`config.mk`:
```
export PLATFORM = sky130hd
export DESIGN_NAME = differential_drive_odometry_flat
export DESIGN_NICKNAME = d
export VERILOG_FILES = /design/src/rtl/ddo_pkg.sv /design/src/rtl/ddo_stream_if.sv /design/src/rtl/ddo_mul.sv /design/src/rtl/ddo_cordic.sv /design/src/rtl/differential_drive_odometry.sv /design/src/flat_wrapper.sv
export SDC_FILE = /design/constraint.sdc
export NUM_CORES = 2
export LEC_CHECK = 0
export ABC_AREA = 1
export BUFFER_PORTS_ARGS = -buffer_cell sky130_fd_sc_hd__buf_2
export CAP_MARGIN = 40
export CORE_MARGIN = 1.5
export CORE_UTILIZATION = 45
export CTS_CLUSTER_DIAMETER = 200
export CTS_CLUSTER_SIZE = 20
export DETAILED_ROUTE_END_ITERATION = 16
export GPL_TIMING_DRIVEN = 0
export PLACE_DENSITY_LB_ADDON = 0.12
export SETUP_SLACK_MARGIN = 0.02
export SKIP_LAST_GASP = 1
export SYNTH_ARGS = -nofsm -noshare
export SYNTH_HDL_FRONTEND = slang
export SYNTH_SLANG_ARGS = --single-unit
```
`constraint.sdc`:
```
create_clock -name clk -period 14.1 [get_ports clk]
set_input_delay 2.82 -clock clk [delete_from_list [all_inputs] [get_ports clk]]
set_output_delay 2.82 -clock clk [all_outputs]
set_load 0.05 [all_outputs]
```
`src/rtl/ddo_pkg.sv`:
```
// ----------------------------------------------------------------------------
// ddo_pkg
// Shared types, register indexes and constants of the odometry block.
// ----------------------------------------------------------------------------
package ddo_pkg;

	// Width of the CORDIC datapath: Q2.30 values with headroom for growth.
	localparam int CW = 34;
	localparam int MW = 34;
	localparam int PW = 2 * MW;
	localparam int ATAN_N = 32;
	localparam int STEP_W = $clog2(ATAN_N);

	localparam logic signed [CW-1:0] CORDIC_K = 34'sd652032874;

	localparam logic CFG_DISTANCE_GAIN = 1'b0;
	localparam logic CFG_HEADING_GAIN  = 1'b1;

	typedef struct packed {
		logic               mode;
		logic signed [31:0] right_angle;
		logic signed [31:0] left_angle;
	} sample_t;

	typedef struct packed {
		logic signed [31:0] pos_x;
		logic signed [31:0] pos_y;
		logic        [31:0] heading;
	} pose_t;

	typedef struct packed {
		logic        index;
		logic [31:0] value;
	} cfg_req_t;

	typedef struct packed {
		logic                 done;
		logic signed [CW-1:0] cos;
		logic signed [CW-1:0] sin;
	} cordic_res_t;

	// Arctangent of 2^-i as a binary angle, 2^32 per turn.
	function automatic logic [29:0] atan_at(input logic [STEP_W-1:0] i);
		logic [29:0] v;
		case (i)
			5'd0:  v = 30'h20000000;
			5'd1:  v = 30'h12E4051E;
			5'd2:  v = 30'h09FB385B;
			5'd3:  v = 30'h051111D4;
			5'd4:  v = 30'h028B0D43;
			5'd5:  v = 30'h0145D7E1;
			5'd6:  v = 30'd10679838;
			5'd7:  v = 30'd5340245;
			5'd8:  v = 30'd2670163;
			5'd9:  v = 30'd1335087;
			5'd10: v = 30'd667544;
			5'd11: v = 30'd333772;
			5'd12: v = 30'd166886;
			5'd13: v = 30'd83443;
			5'd14: v = 30'd41722;
			5'd15: v = 30'd20861;
			5'd16: v = 30'd10430;
			5'd17: v = 30'd5215;
			5'd18: v = 30'd2608;
			5'd19: v = 30'd1304;
			5'd20: v = 30'd652;
			5'd21: v = 30'd326;
			5'd22: v = 30'd163;
			5'd23: v = 30'd81;
			5'd24: v = 30'd41;
			5'd25: v = 30'd20;
			5'd26: v = 30'd10;
			5'd27: v = 30'd5;
			5'd28: v = 30'd3;
			5'd29: v = 30'd1;
			5'd30: v = 30'd1;
			default: v = 30'd0;
		endcase
		return v;
	endfunction

endpackage

```
`src/rtl/ddo_stream_if.sv`:
```
// ----------------------------------------------------------------------------
// ddo_stream_if
// Valid/ready channel carrying one payload of a given type.
// ----------------------------------------------------------------------------
interface ddo_stream_if #(parameter type payload_t = logic) ();
	logic     valid;
	logic     ready;
	payload_t data;

	modport source (output valid, output data, input ready);
	modport sink   (input valid, input data, output ready);
endinterface

```
`src/rtl/ddo_mul.sv`:
```
// ----------------------------------------------------------------------------
// ddo_mul
// Shared signed multiplier with a registered product.
// ----------------------------------------------------------------------------
module ddo_mul
	import ddo_pkg::*;
(
	input  logic                 clk,
	input  logic signed [MW-1:0] a,
	input  logic signed [MW-1:0] b,
	output logic signed [PW-1:0] p
);

	logic signed [PW-1:0] p_q;

	always_ff @(posedge clk) begin
		p_q <= PW'(a) * PW'(b);
	end

	assign p = p_q;

endmodule

```
`src/rtl/ddo_cordic.sv`:
```
// ----------------------------------------------------------------------------
// ddo_cordic
// Iterative rotation-mode CORDIC, one micro-rotation per cycle.
// ----------------------------------------------------------------------------
module ddo_cordic
	import ddo_pkg::*;
#(
	parameter int STEPS = 24
)(
	input  logic        clk,
	input  logic        arst_n,
	input  logic        start,
	input  logic [31:0] angle,
	output cordic_res_t res
);

	logic                 busy_q;
	logic                 done_q;
	logic                 flip_q;
	logic [STEP_W-1:0]    step_q;
	logic signed [CW-1:0] x_q, y_q, z_q;
	logic signed [CW-1:0] xs, ys, at;
	logic [31:0]          folded;

	// Angles in the second and third quadrant are rotated by a half turn,
	// which toggles the top bit, and the results are negated afterwards.
	assign folded = {angle[31] ^ (angle[31] ^ angle[30]), angle[30:0]};
	assign xs = x_q >>> step_q;
	assign ys = y_q >>> step_q;
	assign at = CW'(atan_at(step_q));

	always_ff @(posedge clk or negedge arst_n) begin
		if (!arst_n) begin
			busy_q <= 1'b0;
			done_q <= 1'b0;
			step_q <= '0;
		end else if (start) begin
			busy_q <= 1'b1;
			done_q <= 1'b0;
			step_q <= '0;
		end else if (busy_q) begin
			if (step_q == STEP_W'(STEPS - 1)) begin
				busy_q <= 1'b0;
				done_q <= 1'b1;
			end else begin
				step_q <= step_q + 1'b1;
			end
		end else begin
			done_q <= 1'b0;
		end
	end

	always_ff @(posedge clk) begin
		if (start) begin
			flip_q <= angle[31] ^ angle[30];
			x_q    <= CORDIC_K;
			y_q    <= '0;
			z_q    <= CW'($signed(folded));
		end else if (busy_q) begin
			if (!z_q[CW-1]) begin
				x_q <= x_q - ys;
				y_q <= y_q + xs;
				z_q <= z_q - at;
			end else begin
				x_q <= x_q + ys;
				y_q <= y_q - xs;
				z_q <= z_q + at;
			end
		end
	end

	always_comb begin
		res.done = done_q;
		res.cos  = flip_q ? -x_q : x_q;
		res.sin  = flip_q ? -y_q : y_q;
	end

endmodule

```
`src/rtl/differential_drive_odometry.sv`:
```
// ----------------------------------------------------------------------------
// differential_drive_odometry
// Midpoint-heading odometry: wheel deltas, shared multiplier, CORDIC turn.
// ----------------------------------------------------------------------------
// A start request goes from S_IDLE to S_OUT, where the pose is loaded; an update
// passes S_DIST, S_HEAD, S_CHK, then S_CORD, S_MX, S_MY, S_FIN with motion, to
// S_OUT. A new request is taken only in S_IDLE, once the last one is done, and
// the single shared multiplier serves all four products; S_OUT waits on ready.
// Reset clears angles and pose and loads the gain registers with their defaults.
module differential_drive_odometry
	import ddo_pkg::*;
#(
	parameter int CORDIC_STEPS = 24
)(
	input  logic         clk,
	input  logic         arst_n,
	ddo_stream_if.sink   sample,
	ddo_stream_if.source pose,
	ddo_stream_if.sink   cfg
);

	typedef enum logic [3:0] {
		S_IDLE, S_DIST, S_HEAD, S_CHK, S_CORD, S_MX, S_MY, S_FIN, S_OUT
	} state_t;

	state_t      state_q;
	logic [23:0] dist_gain_q;
	logic [31:0] head_gain_q;
	logic [31:0] prev_r_q, prev_l_q;
	logic [31:0] dr_q, dl_q;
	logic [31:0] x_acc_q, y_acc_q, head_acc_q;
	logic [31:0] dist_q, dh_q;
	pose_t       pose_q;
	logic        pose_valid_q;

	logic signed [32:0]   dsum, ddiff;
	logic signed [MW-1:0] mul_a, mul_b;
	logic signed [PW-1:0] mul_p;
	logic signed [57:0]   dist_rnd;
	logic [31:0]          dist_c;
	logic [40:0]          r128, r256;
	logic [31:0]          dh_c, half_c;
	logic signed [PW-1:0] pos_rnd;
	logic [31:0]          acc_sel;
	logic signed [38:0]   pos_sum;
	logic [31:0]          pos_c;
	logic                 motion;
	logic                 cordic_start;
	logic                 pose_load;
	cordic_res_t          cres;
	sample_t              smp;
	cfg_req_t             creq;

	function automatic logic [31:0] sat32(input logic signed [63:0] v);
		logic [31:0] r;
		if (v > 64'sd2147483647)
			r = 32'h7FFF_FFFF;
		else if (v < -64'sd2147483648)
			r = 32'h8000_0000;
		else
			r = v[31:0];
		return r;
	endfunction

	assign smp  = sample.data;
	assign creq = cfg.data;

	assign sample.ready = (state_q == S_IDLE);
	assign cfg.ready    = 1'b1;
	assign pose.valid   = pose_valid_q;
	assign pose.data    = pose_q;

	assign dsum  = 33'($signed(dr_q)) + 33'($signed(dl_q));
	assign ddiff = 33'($signed(dr_q)) - 33'($signed(dl_q));

	always_comb begin
		case (state_q)
			S_DIST: begin
				mul_a = MW'(dsum);
				mul_b = MW'($signed({1'b0, dist_gain_q}));
			end
			S_HEAD: begin
				mul_a = MW'(ddiff);
				mul_b = MW'($signed({1'b0, head_gain_q}));
			end
			S_MX: begin
				mul_a = MW'($signed(dist_q));
				mul_b = cres.cos;
			end
			S_MY: begin
				mul_a = MW'($signed(dist_q));
				mul_b = cres.sin;
			end
			default: begin
				mul_a = '0;
				mul_b = '0;
			end
		endcase
	end

	ddo_mul u_mul (
		.clk (clk),
		.a   (mul_a),
		.b   (mul_b),
		.p   (mul_p)
	);

	// Distance rounds half up after halving the summed wheel travel.
	assign dist_rnd = $signed(mul_p[57:0]) + 58'sd1;
	assign dist_c   = sat32(64'(dist_rnd >>> 1));

	// Only the low bits of the wrapped heading product reach the results.
	assign r128   = mul_p[40:0] + 41'd128;
	assign r256   = mul_p[40:0] + 41'd256;
	assign dh_c   = r128[39:8];
	assign half_c = r256[40:9];
	assign motion = (dist_q != 32'd0) || (dh_c != 32'd0);

	assign cordic_start = (state_q == S_CHK) && motion;

	ddo_cordic #(.STEPS(CORDIC_STEPS)) u_cordic (
		.clk    (clk),
		.arst_n (arst_n),
		.start  (cordic_start),
		.angle  (head_acc_q + half_c),
		.res    (cres)
	);

	// One accumulate-and-saturate path serves x, then y.
	assign pos_rnd = mul_p + PW'(64'sd536870912);
	assign acc_sel = (state_q == S_FIN) ? y_acc_q : x_acc_q;
	assign pos_sum = 39'($signed(acc_sel)) + 39'($signed(pos_rnd[PW-1:30]));
	assign pos_c   = sat32(64'(pos_sum));

	assign pose_load = (state_q == S_OUT) && (!pose_valid_q || pose.ready);

	always_ff @(posedge clk or negedge arst_n) begin
		if (!arst_n) begin
			dist_gain_q <= 24'd32000;
			head_gain_q <= 32'd760000000;
		end else if (cfg.valid) begin
			case (creq.index)
				CFG_DISTANCE_GAIN: dist_gain_q <= creq.value[23:0];
				CFG_HEADING_GAIN:  head_gain_q <= creq.value;
				default: ;
			endcase
		end
	end

	always_ff @(posedge clk or negedge arst_n) begin
		if (!arst_n) begin
			state_q      <= S_IDLE;
			prev_r_q     <= '0;
			prev_l_q     <= '0;
			dr_q         <= '0;
			dl_q         <= '0;
			dist_q       <= '0;
			dh_q         <= '0;
			x_acc_q      <= '0;
			y_acc_q      <= '0;
			head_acc_q   <= '0;
			pose_q       <= '0;
			pose_valid_q <= 1'b0;
		end else begin
			if (pose_load)
				pose_valid_q <= 1'b1;
			else if (pose.ready)
				pose_valid_q <= 1'b0;
			case (state_q)
				S_IDLE: begin
					if (sample.valid) begin
						dr_q     <= smp.right_angle - prev_r_q;
						dl_q     <= smp.left_angle - prev_l_q;
						prev_r_q <= smp.right_angle;
						prev_l_q <= smp.left_angle;
						if (!smp.mode) begin
							x_acc_q    <= '0;
							y_acc_q    <= '0;
							head_acc_q <= '0;
							state_q    <= S_OUT;
						end else begin
							state_q <= S_DIST;
						end
					end
				end
				S_DIST: state_q <= S_HEAD;
				S_HEAD: begin
					dist_q  <= dist_c;
					state_q <= S_CHK;
				end
				S_CHK: begin
					dh_q    <= dh_c;
					state_q <= motion ? S_CORD : S_OUT;
				end
				S_CORD: begin
					if (cres.done)
						state_q <= S_MX;
				end
				S_MX: state_q <= S_MY;
				S_MY: begin
					x_acc_q <= pos_c;
					state_q <= S_FIN;
				end
				S_FIN: begin
					y_acc_q    <= pos_c;
					head_acc_q <= head_acc_q + dh_q;
					state_q    <= S_OUT;
				end
				S_OUT: begin
					if (pose_load) begin
						pose_q.pos_x   <= x_acc_q;
						pose_q.pos_y   <= y_acc_q;
						pose_q.heading <= head_acc_q;
						state_q        <= S_IDLE;
					end
				end
				default: state_q <= S_IDLE;
			endcase
		end
	end

endmodule
```
`src/flat_wrapper.sv`:
```
// flat-port wrapper written by rule: the top's interface ports become plain ports
module differential_drive_odometry_flat import ddo_pkg::*;
#(
	parameter int CORDIC_STEPS = 24
)
  (clk, arst_n, sample_valid, sample_data, sample_ready, pose_valid, pose_data, pose_ready, cfg_valid, cfg_data, cfg_ready);
  ddo_stream_if sample_i ();
  ddo_stream_if pose_i ();
  ddo_stream_if cfg_i ();
  input  logic clk;
  input  logic arst_n;
  input wire logic [$bits(sample_i.valid)-1:0] sample_valid;
  input wire logic [$bits(sample_i.data)-1:0] sample_data;
  output wire logic [$bits(sample_i.ready)-1:0] sample_ready;
  output wire logic [$bits(pose_i.valid)-1:0] pose_valid;
  output wire logic [$bits(pose_i.data)-1:0] pose_data;
  input wire logic [$bits(pose_i.ready)-1:0] pose_ready;
  input wire logic [$bits(cfg_i.valid)-1:0] cfg_valid;
  input wire logic [$bits(cfg_i.data)-1:0] cfg_data;
  output wire logic [$bits(cfg_i.ready)-1:0] cfg_ready;
  assign sample_i.valid = sample_valid;
  assign sample_i.data = sample_data;
  assign sample_ready = sample_i.ready;
  assign pose_valid = pose_i.valid;
  assign pose_data = pose_i.data;
  assign pose_i.ready = pose_ready;
  assign cfg_i.valid = cfg_valid;
  assign cfg_i.data = cfg_data;
  assign cfg_ready = cfg_i.ready;
  differential_drive_odometry #(.CORDIC_STEPS(CORDIC_STEPS)) u_core (.clk(clk), .arst_n(arst_n), .sample(sample_i), .pose(pose_i), .cfg(cfg_i));
endmodule
```
==> impl_results.md <==
* CTS Hold Bufs at 0
* Nets at between 10000 and 15000
* Gate power share at 4.9%
* Fmax at 0.0828 GHz
* Worst path top cell family by delay: adder cells
* Slew headroom at 29.1%
* Actual slew at the worst max-slew pin at around 1.1 ns
* Synth top area share at 32.8%
* Seq pwr share at 55.6%
* Min cycle time layout at around 12 ns
* PnR worst setup slack at 2.03 ns
* Yosys top cell by area: fa_1
* CTS tree: done
* Mean Syn Cell Area at 7.18 um2
* Drt pass-1 iters at 8
* Critical path type: reg2reg
* Synth Instances at 9132
* Count leader, synth: nand2_1
* Final setup TNS at 0 ns
* GPL Wtd Cong at 1.07
* Final Max Slew Viols at 0
* Worst hold path depth at 2
* Arr. time, crit path at between 10 and 15 ns
* Hold Path Class: reg2reg
* Initial drt markers at slightly below 6000
* Syn nets at 10582
* Max_cap viols at 0
* Worst-Skew Late Latency at 0.58 ns
* P per Cell Area at 20.7 nW/um2
* Place WS at about 2.6 ns
* Leakage power at about 0.037 uW
* Die ar. at about 150000 um2
* CORE AREA at around 140000 um2
* Routed via count at between 60000 and 70000
* HPWL after detailed placement at around 250000 um
* Peak supply drop at 0.0000599 V
* Endpoint class of the critical path: flop
* Post_cts resized at 0
* Deepest clock path buffer count at 3
* RSZ-0062 raised after global routing: false
* Clock power share at between 30% and 40%
* Num ports at 11
* Buffers & Inverters on Critical Path at 10
* Yosys reg bits at ~280
* Worst r2r path cells at 35
* DR WL/cell at 26.1 um
* Synth top area cells: fa_1 (33%), nand2_1 (13%), inv_1 (10%), ha_1 (7.0%), nor2_1 (4.6%)
* WL final at ~290000 um
* Most used cell, CP: fa_1
* Post-synth ARST share at around two fifths
* Initial antenna violation count at 8
* Vias in the first global route at between 60000 and 70000
* Status: finished clean
* Die height at 385 um
* Post-CTS Setup Bufs at 0
* Switching power at 383 uW
* CP Data Required Time at 14.55 ns
* Layout cells sized above 1 at 3.65%
* Die X-Extent at 385 um
* First-pass GRT wire length at roughly 430000 um
* Port Buf Inserts at 9
* Total track usage at about 40%
* Post-synth top cells: nand2_1 (2334), inv_1 (1800), fa_1 (1075)
* Largest net degree at the start of global routing at 77
* Final hold violations at 0
* Distinct cells, synth at 70
* CTS Sinks at 275
* Worst-path fanout max at 10
* Total stage count of the critical path at 35
* CP Launch Type: flop
* Setup Skew at 0.0214 ns
* Total CTS buffers at 17
* Post-synth EDFFs at 35
* Final setup fails at 0
* DRT antenna net count at 0
* P&R area growth vs syn at 6.69%
* Final worst-path cycle share at 85.6%
* Row count at 139
* Post-synth top flop: dfxtp_1
* Routed vias/inst at between 5 and 6
* Net Sw Frac at a little over a quarter
* P_int at 1070 uW
* Total grt overflow at 0
* Synth Warn # at 0
* Slowest CP cell: fa_1
* Slowest stage delay, CP at approximately 0.98 ns
* # H-tree levels at 1
* Mapped Area at roughly 66000 um2
* Final Core Density at between 40% and 50%
* Clk slew on worst S/H paths at ~0.10 ns
* Root Buffer: clkbuf_16
* DRC Markers at 0
* Post-synthesis sequential area ratio at 9.80%
* Initial Util at 45.5%
[per-stage QoR]
stage | power, uW | instances | hold WS, ns | cell area (um2)
6_report | 1450 | 11203 | 0.447 | 70000
5_1_grt | 1490 | 11193 | 0.490 | 69900
4_1_cts | 1460 | 11189 | 0.449 | 69900
3_5_place_dp | 895 | 11159 | 0.436 | 69400
3_3_place_gp | 892 | 11044 | 0.425 | 68000
2_1_floorplan | 863 | 9132 | 0.419 | 65600
[power groups by stage]
| stage | clock (uW) | combinational [uW] | sequential, uW |
|---|---|---|---|
| CTS | 584 | 71.9 | 807 |
| floorplan | 0 | 34.8 | 828 |
| global route | 608 | 77.2 | 808 |
| global placement | 0 | 68.3 | 824 |
| finish | 572 | 71.1 | 807 |
| detailed placement | 0 | 71.7 | 824 |
[worst paths after layout]
path / start / end / slack, ns
min: u_core.dist_gain_q[13] / u_core.dist_gain_q[13] / 0.45
max: u_core.state_q[3] / u_core.u_mul.p[56] / 2.03
min reg2reg: u_core.dist_gain_q[13] / u_core.dist_gain_q[13] / 0.45
min in group asynchronous: arst_n / u_core.head_acc_q[22] / 2.16
max in group asynchronous: arst_n / u_core.dist_q[30] / 11.13
max reg2reg: u_core.state_q[3] / u_core.u_mul.p[56] / 2.03
[cell families (layout without fill, tap and decap cells)]
| family | count (synthesis) | in the layout | synth area share [%] |
|---|---|---|---|
| AO/OA/AOI/OAI | 1008 | 1008 | 8.61 |
| XOR/XNOR | 362 | 362 | 4.91 |
| adder cells (fa/ha/maj) | 1443 | 1443 | 39.8 |
| buffers and inverters | 2173 | 2331 | 12.8 |
| flip-flops | 275 | 275 | 9.80 |
| other | 1 | 11 | 0.00572 |
| AND/OR/NAND/NOR | 3870 | 3870 | 24.1 |
[flip-flops by register name, summed over array words and instances, names as in the netlist, 2 cells and up]
signal,count
u_core.u_cordic.z_q,34
u_core.u_cordic.y_q,34
u_core.dh_q,32
u_core.state_q,4
u_core.u_mul.p,58
u_core.u_cordic.x_q,34
u_core.head_acc_q,32
u_core.dist_q,32
u_core.u_cordic.step_q,5
u_core.dist_gain_q,2
u_core.dl_q,2
[final cells by class]
class / count / area (um2)
Sequential cell: 275 / 6430
Tap cell: 1903 / 2380
Antenna cell: 10 / 25.0
Timing Repair Buffer: 128 / 1420
Multi-Input combinational cell: 6684 / 50800
Fill cell: 15034 / 74200
Buffer: 327 / 1450
Clock inverter: 2 / 38.8
Clock buffer: 28 / 467
Inverter: 1846 / 6930
[layout by cell type (no fill, tap or decap), types with 40 or more instances in the layout]
| cell type | Yosys | layout |
|---|---|---|
| xnor2_1 | 118 | 118 |
| a31oi_1 | 52 | 52 |
| fa_1 | 1075 | 1075 |
| dfxtp_1 | 126 | 126 |
| buf_6 | 12 | 62 |
| nor3_1 | 61 | 61 |
| nand2_1 | 2334 | 2334 |
| nand4_1 | 78 | 78 |
| nor2_1 | 802 | 801 |
| clkbuf_1 | 201 | 212 |
| buf_2 | 56 | 76 |
| a21oi_1 | 390 | 379 |
| xor2_1 | 237 | 237 |
| buf_1 | 40 | 40 |
| dfrtp_1 | 113 | 113 |
| ha_1 | 368 | 368 |
| o21ai_0 | 340 | 340 |
| nand3_1 | 486 | 486 |
| o22ai_1 | 53 | 53 |
| inv_1 | 1800 | 1800 |
[worst min-delay path: cells and delay by family, from the launching register on]
family | cells | cell delay (ns)
simple gates | 1 | 0.04
flops | 1 | 0.38
buf+inv | 1 | 0.04
[routing by layer]
layer | GRT usage, % | wire [um] | vias to the layer above
li1 | - | - | 28190
met1 | 48.8 | 111000 | 30970
met2 | 63.5 | 130000 | 3200
met3 | 7.31 | 24800 | 909
met4 | 28.6 | 26400 | 6
met5 | 0.227 | 69 | -
Note: power is estimated with default switching activity, not from simulation.
